==> src/hw/rtl/fpll_pkg.sv <==
// Shared types and constants for the four-pole ladder lowpass.
// Holds controller state, datapath commands, register indexes and fixed-point widths.
package fpll_pkg;

    localparam int STAGE_COUNT_DEF = 4;
    localparam int SMP_W           = 16;
    localparam int STG_W           = 24;
    localparam int CFG_IDX_W       = 3;
    localparam int CFG_DAT_W       = 16;
    localparam int DIV_STEPS       = 25;
    localparam int CNT_W           = 5;

    localparam logic [CFG_IDX_W-1:0] CFG_COEF  = 3'd0;
    localparam logic [CFG_IDX_W-1:0] CFG_RES   = 3'd1;
    localparam logic [CFG_IDX_W-1:0] CFG_DRIVE = 3'd2;
    localparam logic [CFG_IDX_W-1:0] CFG_TAP   = 3'd3;
    localparam logic [CFG_IDX_W-1:0] CFG_MIX   = 3'd4;
    localparam logic [CFG_IDX_W-1:0] CFG_LEVEL = 3'd5;

    typedef enum logic [3:0] {
        ST_IDLE, ST_DRV, ST_FB, ST_A, ST_SQ, ST_S, ST_NUM, ST_DIVI,
        ST_DIV, ST_SAT, ST_SMUL, ST_SUPD, ST_MMUL, ST_MADD, ST_LMUL, ST_OUT
    } t_state;

    typedef enum logic [4:0] {
        OP_NONE, OP_LOAD, OP_DRV, OP_FB, OP_A, OP_SQ, OP_S, OP_NUM, OP_DIVI,
        OP_DIV, OP_SAT, OP_SMUL, OP_SUPD, OP_MMUL, OP_MADD, OP_LMUL, OP_OUT
    } t_op;

    typedef struct packed {
        t_op op;
    } t_cmd;

    typedef struct packed {
        logic stage_last;
    } t_sts;

endpackage

==> src/hw/rtl/fpll_ctrl.sv <==
// Sequencing state machine of the ladder lowpass.
// Issues fpll_pkg::t_cmd to the datapath and owns the handshakes and divider count.
module fpll_ctrl (
    input  logic          i_clk,
    input  logic          i_rst_n,
    input  logic          i_valid,
    output logic          o_in_ready,
    output logic          o_out_valid,
    input  logic          i_out_ready,
    output fpll_pkg::t_cmd o_cmd,
    input  fpll_pkg::t_sts i_sts
);

    fpll_pkg::t_state r_state, n_state;
    logic [fpll_pkg::CNT_W-1:0] r_cnt, n_cnt;
    logic r_out_valid, n_out_valid;

    always_ff @(posedge i_clk) begin
        if (!i_rst_n) begin
            r_state     <= fpll_pkg::ST_IDLE;
            r_cnt       <= '0;
            r_out_valid <= 1'b0;
        end else begin
            r_state     <= n_state;
            r_cnt       <= n_cnt;
            r_out_valid <= n_out_valid;
        end
    end

    always_comb begin
        n_state     = r_state;
        n_cnt       = r_cnt;
        n_out_valid = r_out_valid & ~i_out_ready;
        o_cmd.op    = fpll_pkg::OP_NONE;
        o_in_ready  = 1'b0;
        unique case (r_state)
            fpll_pkg::ST_IDLE: begin
                o_in_ready = 1'b1;
                if (i_valid) begin
                    o_cmd.op = fpll_pkg::OP_LOAD;
                    n_state  = fpll_pkg::ST_DRV;
                end
            end
            fpll_pkg::ST_DRV: begin
                o_cmd.op = fpll_pkg::OP_DRV;
                n_state  = fpll_pkg::ST_FB;
            end
            fpll_pkg::ST_FB: begin
                o_cmd.op = fpll_pkg::OP_FB;
                n_state  = fpll_pkg::ST_A;
            end
            fpll_pkg::ST_A: begin
                o_cmd.op = fpll_pkg::OP_A;
                n_state  = fpll_pkg::ST_SQ;
            end
            fpll_pkg::ST_SQ: begin
                o_cmd.op = fpll_pkg::OP_SQ;
                n_state  = fpll_pkg::ST_S;
            end
            fpll_pkg::ST_S: begin
                o_cmd.op = fpll_pkg::OP_S;
                n_state  = fpll_pkg::ST_NUM;
            end
            fpll_pkg::ST_NUM: begin
                o_cmd.op = fpll_pkg::OP_NUM;
                n_state  = fpll_pkg::ST_DIVI;
            end
            fpll_pkg::ST_DIVI: begin
                o_cmd.op = fpll_pkg::OP_DIVI;
                n_cnt    = '0;
                n_state  = fpll_pkg::ST_DIV;
            end
            fpll_pkg::ST_DIV: begin
                o_cmd.op = fpll_pkg::OP_DIV;
                if (r_cnt == fpll_pkg::CNT_W'(fpll_pkg::DIV_STEPS - 1)) begin
                    n_state = fpll_pkg::ST_SAT;
                end else begin
                    n_cnt = r_cnt + 1'b1;
                end
            end
            fpll_pkg::ST_SAT: begin
                o_cmd.op = fpll_pkg::OP_SAT;
                n_state  = fpll_pkg::ST_SMUL;
            end
            fpll_pkg::ST_SMUL: begin
                o_cmd.op = fpll_pkg::OP_SMUL;
                n_state  = fpll_pkg::ST_SUPD;
            end
            fpll_pkg::ST_SUPD: begin
                o_cmd.op = fpll_pkg::OP_SUPD;
                n_state  = i_sts.stage_last ? fpll_pkg::ST_MMUL : fpll_pkg::ST_SMUL;
            end
            fpll_pkg::ST_MMUL: begin
                o_cmd.op = fpll_pkg::OP_MMUL;
                n_state  = fpll_pkg::ST_MADD;
            end
            fpll_pkg::ST_MADD: begin
                o_cmd.op = fpll_pkg::OP_MADD;
                n_state  = fpll_pkg::ST_LMUL;
            end
            fpll_pkg::ST_LMUL: begin
                o_cmd.op = fpll_pkg::OP_LMUL;
                n_state  = fpll_pkg::ST_OUT;
            end
            fpll_pkg::ST_OUT: begin
                if (!r_out_valid || i_out_ready) begin
                    o_cmd.op    = fpll_pkg::OP_OUT;
                    n_out_valid = 1'b1;
                    n_state     = fpll_pkg::ST_IDLE;
                end
            end
            default: begin
                n_state = fpll_pkg::ST_IDLE;
            end
        endcase
    end

    assign o_out_valid = r_out_valid;

endmodule

==> src/hw/rtl/fpll_dp.sv <==
// Datapath of the ladder lowpass: config registers, shared multiplier, divider, stages.
// Driven by fpll_pkg::t_cmd from fpll_ctrl.
module fpll_dp #(
    parameter int STAGE_COUNT = fpll_pkg::STAGE_COUNT_DEF
) (
    input  logic                            i_clk,
    input  logic                            i_rst_n,
    input  fpll_pkg::t_cmd                  i_cmd,
    output fpll_pkg::t_sts                  o_sts,
    input  logic                            i_cfg_we,
    input  logic [fpll_pkg::CFG_IDX_W-1:0]  i_cfg_index,
    input  logic [fpll_pkg::CFG_DAT_W-1:0]  i_cfg_data,
    input  logic signed [fpll_pkg::SMP_W-1:0] i_sample_in,
    output logic signed [fpll_pkg::SMP_W-1:0] o_sample_out
);

    localparam int IW = (STAGE_COUNT > 1) ? $clog2(STAGE_COUNT) : 1;
    localparam logic signed [25:0] A_MAX = 26'sd25165824;
    localparam logic signed [25:0] A_MIN = -26'sd25165824;
    localparam logic [28:0] K27 = 29'd226492416;
    localparam logic signed [23:0] S_MAX = 24'sd8388607;
    localparam logic signed [23:0] S_MIN = -24'sd8388608;

    logic [15:0] r_coef, r_res, r_drive, r_mix, r_level;
    logic [1:0]  r_tap;

    logic signed [15:0] r_x;
    logic signed [57:0] r_prod;
    logic signed [28:0] r_t1;
    logic signed [25:0] r_a;
    logic [26:0] r_s;
    logic [29:0] r_den;
    logic [29:0] r_rem;
    logic [24:0] r_q;
    logic        r_neg;
    logic signed [23:0] r_prev;
    logic signed [23:0] r_wet;
    logic signed [26:0] r_mixed;
    logic signed [15:0] r_out;
    logic [IW-1:0] r_idx;
    logic signed [23:0] r_stage [STAGE_COUNT];

    logic signed [27:0] mul_a;
    logic signed [29:0] mul_b;
    logic [18:0] res7;
    logic [15:0] mix_eff;
    logic signed [23:0] x23;
    logic [IW-1:0] tap_eff;
    logic stage_last;

    logic signed [29:0] a_full;
    logic signed [57:0] mag;
    logic [30:0] trial;
    logic trial_ge;
    logic signed [25:0] uq;
    logic signed [24:0] diff;
    logic signed [26:0] nv;
    logic signed [23:0] nv_sat;
    logic signed [22:0] y_full;

    assign res7    = {r_res, 3'b000} - {3'b000, r_res};
    assign mix_eff = (r_mix > 16'd32768) ? 16'd32768 : r_mix;
    assign x23     = {r_x, 8'h00};
    assign tap_eff = (int'(r_tap) >= STAGE_COUNT) ? IW'(STAGE_COUNT - 1) : IW'(r_tap);
    assign stage_last = (r_idx == IW'(STAGE_COUNT - 1));
    assign o_sts.stage_last = stage_last;
    assign diff = 25'(r_prev) - 25'(r_stage[r_idx]);

    always_comb begin
        mul_a = '0;
        mul_b = '0;
        unique case (i_cmd.op)
            fpll_pkg::OP_DRV: begin
                mul_a = 28'(r_x);
                mul_b = $signed({14'd0, r_drive});
            end
            fpll_pkg::OP_FB: begin
                mul_a = 28'(r_stage[STAGE_COUNT-1]);
                mul_b = $signed({11'd0, res7});
            end
            fpll_pkg::OP_SQ: begin
                mul_a = 28'(r_a);
                mul_b = 30'(r_a);
            end
            fpll_pkg::OP_NUM: begin
                mul_a = 28'(r_a);
                mul_b = $signed({1'b0, K27 + {2'b00, r_s}});
            end
            fpll_pkg::OP_SMUL: begin
                mul_a = 28'(diff);
                mul_b = $signed({14'd0, r_coef});
            end
            fpll_pkg::OP_MMUL: begin
                mul_a = 28'(25'(r_wet) - 25'(x23));
                mul_b = $signed({14'd0, mix_eff});
            end
            fpll_pkg::OP_LMUL: begin
                mul_a = 28'(r_mixed);
                mul_b = $signed({14'd0, r_level});
            end
            default: begin
                mul_a = '0;
                mul_b = '0;
            end
        endcase
    end

    assign a_full   = 30'(r_t1) - 30'($signed(r_prod[43:17]));
    assign mag      = r_prod[57] ? -r_prod : r_prod;
    assign trial    = {r_rem, r_q[24]};
    assign trial_ge = (trial >= {1'b0, r_den});
    assign uq       = r_neg ? -$signed({1'b0, r_q}) : $signed({1'b0, r_q});
    assign nv       = 27'(r_stage[r_idx]) + 27'($signed(r_prod[41:16]));
    assign nv_sat   = (nv > 27'(S_MAX)) ? S_MAX : ((nv < 27'(S_MIN)) ? S_MIN : nv[23:0]);
    assign y_full   = $signed(r_prod[42:20]);

    always_ff @(posedge i_clk) begin
        if (!i_rst_n) begin
            r_coef  <= 16'd6554;
            r_res   <= 16'd0;
            r_drive <= 16'd4096;
            r_tap   <= 2'd3;
            r_mix   <= 16'd32768;
            r_level <= 16'd4096;
        end else if (i_cfg_we) begin
            unique case (i_cfg_index)
                fpll_pkg::CFG_COEF:  r_coef  <= i_cfg_data;
                fpll_pkg::CFG_RES:   r_res   <= i_cfg_data;
                fpll_pkg::CFG_DRIVE: r_drive <= i_cfg_data;
                fpll_pkg::CFG_TAP:   r_tap   <= i_cfg_data[1:0];
                fpll_pkg::CFG_MIX:   r_mix   <= i_cfg_data;
                fpll_pkg::CFG_LEVEL: r_level <= i_cfg_data;
                default: begin
                end
            endcase
        end
    end

    always_ff @(posedge i_clk) begin
        if (!i_rst_n) begin
            r_idx <= '0;
            for (int i = 0; i < STAGE_COUNT; i++) begin
                r_stage[i] <= '0;
            end
        end else begin
            if (i_cmd.op == fpll_pkg::OP_SAT) begin
                r_idx <= '0;
            end
            if (i_cmd.op == fpll_pkg::OP_SUPD) begin
                r_stage[r_idx] <= nv_sat;
                if (!stage_last) begin
                    r_idx <= r_idx + 1'b1;
                end
            end
        end
    end

    always_ff @(posedge i_clk) begin
        if (i_cmd.op == fpll_pkg::OP_DRV || i_cmd.op == fpll_pkg::OP_FB ||
            i_cmd.op == fpll_pkg::OP_SQ || i_cmd.op == fpll_pkg::OP_NUM ||
            i_cmd.op == fpll_pkg::OP_SMUL || i_cmd.op == fpll_pkg::OP_MMUL ||
            i_cmd.op == fpll_pkg::OP_LMUL) begin
            r_prod <= mul_a * mul_b;
        end
        unique case (i_cmd.op)
            fpll_pkg::OP_LOAD: r_x <= i_sample_in;
            fpll_pkg::OP_FB:   r_t1 <= $signed(r_prod[32:4]);
            fpll_pkg::OP_A: begin
                if (a_full > 30'(A_MAX)) begin
                    r_a <= A_MAX;
                end else if (a_full < 30'(A_MIN)) begin
                    r_a <= A_MIN;
                end else begin
                    r_a <= a_full[25:0];
                end
            end
            fpll_pkg::OP_S:    r_s <= r_prod[49:23];
            fpll_pkg::OP_NUM:  r_den <= 30'(K27) + {r_s, 3'b000} + {3'b000, r_s};
            fpll_pkg::OP_DIVI: begin
                r_rem <= mag[54:25];
                r_q   <= mag[24:0];
                r_neg <= r_prod[57];
            end
            fpll_pkg::OP_DIV: begin
                r_rem <= trial_ge ? 30'(trial - {1'b0, r_den}) : trial[29:0];
                r_q   <= {r_q[23:0], trial_ge};
            end
            fpll_pkg::OP_SAT: begin
                if (uq > 26'(S_MAX)) begin
                    r_prev <= S_MAX;
                end else if (uq < 26'(S_MIN)) begin
                    r_prev <= S_MIN;
                end else begin
                    r_prev <= uq[23:0];
                end
            end
            fpll_pkg::OP_SUPD: begin
                r_prev <= nv_sat;
                if (r_idx == tap_eff) begin
                    r_wet <= nv_sat;
                end
            end
            fpll_pkg::OP_MADD: r_mixed <= 27'(x23) + 27'($signed(r_prod[40:15]));
            fpll_pkg::OP_OUT: begin
                if (y_full > 23'sd32767) begin
                    r_out <= 16'sh7fff;
                end else if (y_full < -23'sd32768) begin
                    r_out <= -16'sd32768;
                end else begin
                    r_out <= y_full[15:0];
                end
            end
            default: begin
            end
        endcase
    end

    assign o_sample_out = r_out;

endmodule

==> src/hw/rtl/four_pole_ladder_lowpass.sv <==
// Top level of the four-pole ladder lowpass with saturated resonance feedback.
// Uses fpll_pkg, fpll_ctrl and fpll_dp.
//
// One sample at a time: each item passes through the 25-step restoring divider of the tanh
// curve and the shared multiplier, used once per stage. The result waits in an output
// register, and the next item is taken while it waits.
// Configuration writes are taken at any cycle and should be made while the block is idle;
// writes to indexes above five are dropped.
module four_pole_ladder_lowpass #(
    parameter int STAGE_COUNT = fpll_pkg::STAGE_COUNT_DEF
) (
    input  logic                               i_clk,
    input  logic                               i_rst_n,
    input  logic                               i_valid,
    output logic                               o_ready,
    input  logic signed [fpll_pkg::SMP_W-1:0]  i_sample_in,
    output logic                               o_valid,
    input  logic                               i_ready,
    output logic signed [fpll_pkg::SMP_W-1:0]  o_sample_out,
    input  logic                               i_cfg_valid,
    output logic                               o_cfg_ready,
    input  logic [fpll_pkg::CFG_IDX_W-1:0]     i_cfg_index,
    input  logic [fpll_pkg::CFG_DAT_W-1:0]     i_cfg_data
);

    fpll_pkg::t_cmd cmd;
    fpll_pkg::t_sts sts;

    assign o_cfg_ready = 1'b1;

    fpll_ctrl u_ctrl (
        .i_clk       (i_clk),
        .i_rst_n     (i_rst_n),
        .i_valid     (i_valid),
        .o_in_ready  (o_ready),
        .o_out_valid (o_valid),
        .i_out_ready (i_ready),
        .o_cmd       (cmd),
        .i_sts       (sts)
    );

    fpll_dp #(
        .STAGE_COUNT (STAGE_COUNT)
    ) u_dp (
        .i_clk        (i_clk),
        .i_rst_n      (i_rst_n),
        .i_cmd        (cmd),
        .o_sts        (sts),
        .i_cfg_we     (i_cfg_valid),
        .i_cfg_index  (i_cfg_index),
        .i_cfg_data   (i_cfg_data),
        .i_sample_in  (i_sample_in),
        .o_sample_out (o_sample_out)
    );

    a_busy_after_accept: assert property (@(posedge i_clk) disable iff (!i_rst_n)
        (i_valid && o_ready) |=> !o_ready)
        else $error("item accepted while a sample is in work");

    a_idle_on_new_result: assert property (@(posedge i_clk) disable iff (!i_rst_n)
        $rose(o_valid) |-> o_ready)
        else $error("result posted while the sequencer is busy");

    a_load_only_when_ready: assert property (@(posedge i_clk) disable iff (!i_rst_n)
        (cmd.op == fpll_pkg::OP_LOAD) |-> (o_ready && i_valid))
        else $error("sample latched without a handshake");

endmodule

==> config.mk <==
export PLATFORM = sky130hd
export DESIGN_NAME = four_pole_ladder_lowpass
export DESIGN_NICKNAME = d
export VERILOG_FILES = /design/src/hw/rtl/fpll_pkg.sv /design/src/hw/rtl/fpll_ctrl.sv /design/src/hw/rtl/fpll_dp.sv /design/src/hw/rtl/four_pole_ladder_lowpass.sv
export SDC_FILE = /design/constraint.sdc
export NUM_CORES = 2
export LEC_CHECK = 0
export BUFFER_PORTS_ARGS = -buffer_cell sky130_fd_sc_hd__buf_4
export CELL_PAD_IN_SITES_DETAIL_PLACEMENT = 1
export CELL_PAD_IN_SITES_GLOBAL_PLACEMENT = 1
export CORE_MARGIN = 1
export CORE_UTILIZATION = 47
export DETAILED_ROUTE_END_ITERATION = 10
export PLACE_DENSITY_LB_ADDON = 0.12
export SYNTH_ARGS = -nofsm -noshare
export SYNTH_HDL_FRONTEND = slang
export SYNTH_HIERARCHICAL = 1
export SYNTH_SLANG_ARGS = --single-unit
==> constraint.sdc <==
create_clock -name i_clk -period 12.54 [get_ports i_clk]
set_input_delay 2.508 -clock i_clk [delete_from_list [all_inputs] [get_ports i_clk]]
set_output_delay 2.508 -clock i_clk [all_outputs]
set_load 0.005 [all_outputs]
==> impl_metrics.env <==
export IMPL_status="completed"
export IMPL_hold_class="reg2reg"
export IMPL_synth_distinct_cells=96
export IMPL_peakVddDrop_mv=0.134
export IMPL_antenna_found_initial=19
export IMPL_finalHoldViolations=0
export IMPL_worstMarginPinSlew_ps=1330
export IMPL_ys_flop_type="edfxtp_1"
export IMPL_timing_fmax_mhz=83.1
export IMPL_syn_avg_cell_area_um2=9.40
export IMPL_ys_ff_latch=521
export IMPL_drt_initial_drc_count=3961
export IMPL_clock_path_buffers=3
export IMPL_ys_seq_area_share_pct=23.8
export IMPL_die_h_um=365
export IMPL_synthTopCellsByCount="inv_1, nand2_1, fa_1"
export IMPL_synth_area_leaders="fa_1, edfxtp_1, ha_1"
export IMPL_postSynthCellCount=6579
export IMPL_clkSinkCount=521
export IMPL_finalSetupTns_ps=0
export IMPL_htreeDepth=2
export IMPL_via_per_inst=5.83
export IMPL_ys_warn_count=6
export IMPL_totalPowerFinal_mw=9.24
export IMPL_hpwl_um=186000
export IMPL_clkPwrFrac_pct=19.8
export IMPL_crit_slowest_cell="fa_1"
export IMPL_cp_max_fo=12
export IMPL_die_w_um=365
export IMPL_syn_to_final_growth_pct=10.2
export IMPL_synth_top_area_cell="fa_1"
export IMPL_drive_above_1_share_pct=8.63
export IMPL_tritoncts="yes"
export IMPL_p_sw_mw=4.29
export IMPL_synth_top_area_share_pct=28.6
export IMPL_io_pin_count=59
export IMPL_syn_area_um2=61800
export IMPL_fin_skew_ps=61.5
export IMPL_p_leak_nw=31.4
export IMPL_slowest_delay_ps=580
export IMPL_drv_slew=0
export IMPL_final_nets=8012
export IMPL_port_buffer_count=57
export IMPL_gp_congestion=0.968
export IMPL_clk_pin_slew_ps=70
export IMPL_seqPwrFrac_pct=26.3
export IMPL_grt_overflow=0
export IMPL_crit_top_cell="fa_1"
export IMPL_remaining_drc_errors=0
export IMPL_routed_via_count=49436
export IMPL_rsz0062_at_grt="no"
export IMPL_clkLatencyLatePin_ps=670
export IMPL_coreArea_um2=130000
export IMPL_cap_violations=0
export IMPL_powerDensity_nw_per_um2=136
export IMPL_first_global_vias=52825
export IMPL_internal_power_mw=4.94
export IMPL_worstSetupEndpointType="flip-flop"
export IMPL_numCtsBuffers=59
export IMPL_fp_row_count=132
export IMPL_cp_start_kind="flip-flop"
export IMPL_grt_pass1_wl_um=340000
export IMPL_power_frac_comb_pct=53.9
export IMPL_die_area_um2=133000
export IMPL_syn_nets=7903
export IMPL_async_flop_share_pct=0
export IMPL_routedWlPerCell_um=26.9
export IMPL_grt_total_usage_pct=34.9
export IMPL_cts_root_buf="clkbuf_16"
export IMPL_grt_start_max_net_pins=84
export IMPL_maxSlewHeadroom_pct=11.3
export IMPL_initial_core_util_pct=47.6
export IMPL_cp_required_ps=12940
export IMPL_period_minus_slack_ps=12030
export IMPL_synth_edf_count=427
export IMPL_drt_total_wl_um=229000
export IMPL_switching_share_pct=46.5
export IMPL_period_share_pct=95.9
export IMPL_synth_most_common_cell="inv_1"
export IMPL_worst_setup_path_type="reg2reg"
export IMPL_finalSetupViolCount=0
export IMPL_cp_arrival_ps=12430
export IMPL_drt_first_pass_iters=6
export IMPL_ant_nets=0
path summary, 6_finish.rpt:
path,depth (start not counted),from,end,slack [ps]
setup / recovery,39,u_dp/r_idx[0]$_SDFF_PN0_,u_dp/r_prod[54]$_DFFE_PP_,510
hold reg to reg,2,u_dp/r_coef[1]$_SDFFE_PN1P_,u_dp/r_coef[1]$_SDFFE_PN1P_,470
setup reg to reg,39,u_dp/r_idx[0]$_SDFF_PN0_,u_dp/r_prod[54]$_DFFE_PP_,510
hold / removal,2,u_dp/r_coef[1]$_SDFFE_PN1P_,u_dp/r_coef[1]$_SDFFE_PN1P_,470
through the flow:
stage / instances / instance area (µm²) / hold WS [ps] / worst slack (ps) / utilization [%]
3_3_place_gp: 8362 / 66100 / 452 / 53.3 / 50.9
6_report: 8482 / 68200 / 471 / 508 / 52.4
5_1_grt: 8478 / 68200 / 488 / 55.0 / 52.4
3_5_place_dp: 8362 / 66100 / 462 / 3.25 / 50.9
4_1_cts: 8471 / 68100 / 472 / 292 / 52.4
2_1_floorplan: 6579 / 61800 / 424 / 485 / -
worst max-delay path, delay by kind of cell (launching register included):
kind                     cells  cell delay (ps)
multiplexers                 1              550
AND/OR/NAND/NOR              2              270
flip-flops                   1              480
AO/OA/AOI/OAI               18             4450
XOR/XNOR                     1              390
buffers and inverters        7              820
adder cells (fa/ha/maj)     10             4770
routing by layer:
metal  vias to the layer above  GRT usage, %  part of all wire [%]
li1                      21566             -                     -
met5                         -             0                 0.036
met4                        12          16.8                   5.5
met3                       438          5.58                   6.4
met1                     25877          44.3                    40
met2                      1543          58.0                    48
timing repair:
action,in CTS,in global routing
hold endpoints to repair,0,0
hold buffers,0,0
endpoints found under the setup margin,0,9
buffers inserted,0,7
resized for setup,0,2
layout make-up:
class                      instances  area, µm²
inverter                        1130       4240
sequential                       521      14700
fill                           14772      61800
multi-input combinational       4640      42200
clock buffer                      70       1570
antenna                            4       10.0
clock inverter                    39        417
tap                             1742       2180
timing repair buffer             336       2820
cell usage in the layout (no fill, tap or decap), types with 66 or more instances in the layout:
master / instances
o21ai_0: 189
xor2_1: 76
ha_1: 401
nor2_1: 439
edfxtp_1: 427
a21oi_1: 258
xnor2_1: 198
nand2_1: 952
nor2b_1: 88
a21o_1: 94
inv_1: 1129
dfxtp_1: 92
a21boi_0: 82
fa_1: 883
and2_1: 66
nand3_1: 77
nor3_1: 75
buf_4: 312
state kept, by name (all words and copies together) (netlist names):
signal              flops
u_dp/r_stage           96
u_dp/r_prod            56
u_dp/r_den             30
u_dp/r_rem             30
u_dp/r_t1              29
u_dp/r_mixed           27
u_dp/r_s               27
u_dp/r_a               26
u_dp/r_q               25
u_dp/r_prev            24
u_dp/r_wet             24
u_dp/o_sample_out      16
u_dp/r_coef            16
u_dp/r_drive           16
u_dp/r_level           16
u_dp/r_mix             16
u_dp/r_res             16
u_dp/r_x               16
u_ctrl/r_cnt            5
u_ctrl/r_state          4
u_dp/r_idx              2
u_dp/r_tap              2
u_ctrl/o_out_valid      1
u_dp/r_neg              1
power by group through the flow:
stage / sequential [mW] / clock (mW) / combinational, mW
5_1_grt: 2.42 / 1.91 / 5.37
3_3_place_gp: 2.44 / 0 / 4.77
3_5_place_dp: 2.45 / 0 / 4.89
6_report: 2.43 / 1.83 / 4.98
4_1_cts: 2.41 / 1.85 / 4.94
2_1_floorplan: 2.33 / 0 / 3.02
cells by family after synthesis:
| kind of cell | Yosys count | share of synthesized area, % |
|---|---|---|
| AO/OA/AOI/OAI | 1063 | 11.4 |
| adder cells (fa/ha/maj) | 1284 | 36.7 |
| buffers and inverters | 1418 | 8.65 |
| AND/OR/NAND/NOR | 1950 | 14.0 |
| other | 1 | 0.00606 |
| XOR/XNOR | 276 | 3.91 |
| multiplexers | 66 | 1.59 |
| flip-flops | 521 | 23.8 |
No activity file was read; power rests on OpenSTA's default activity.
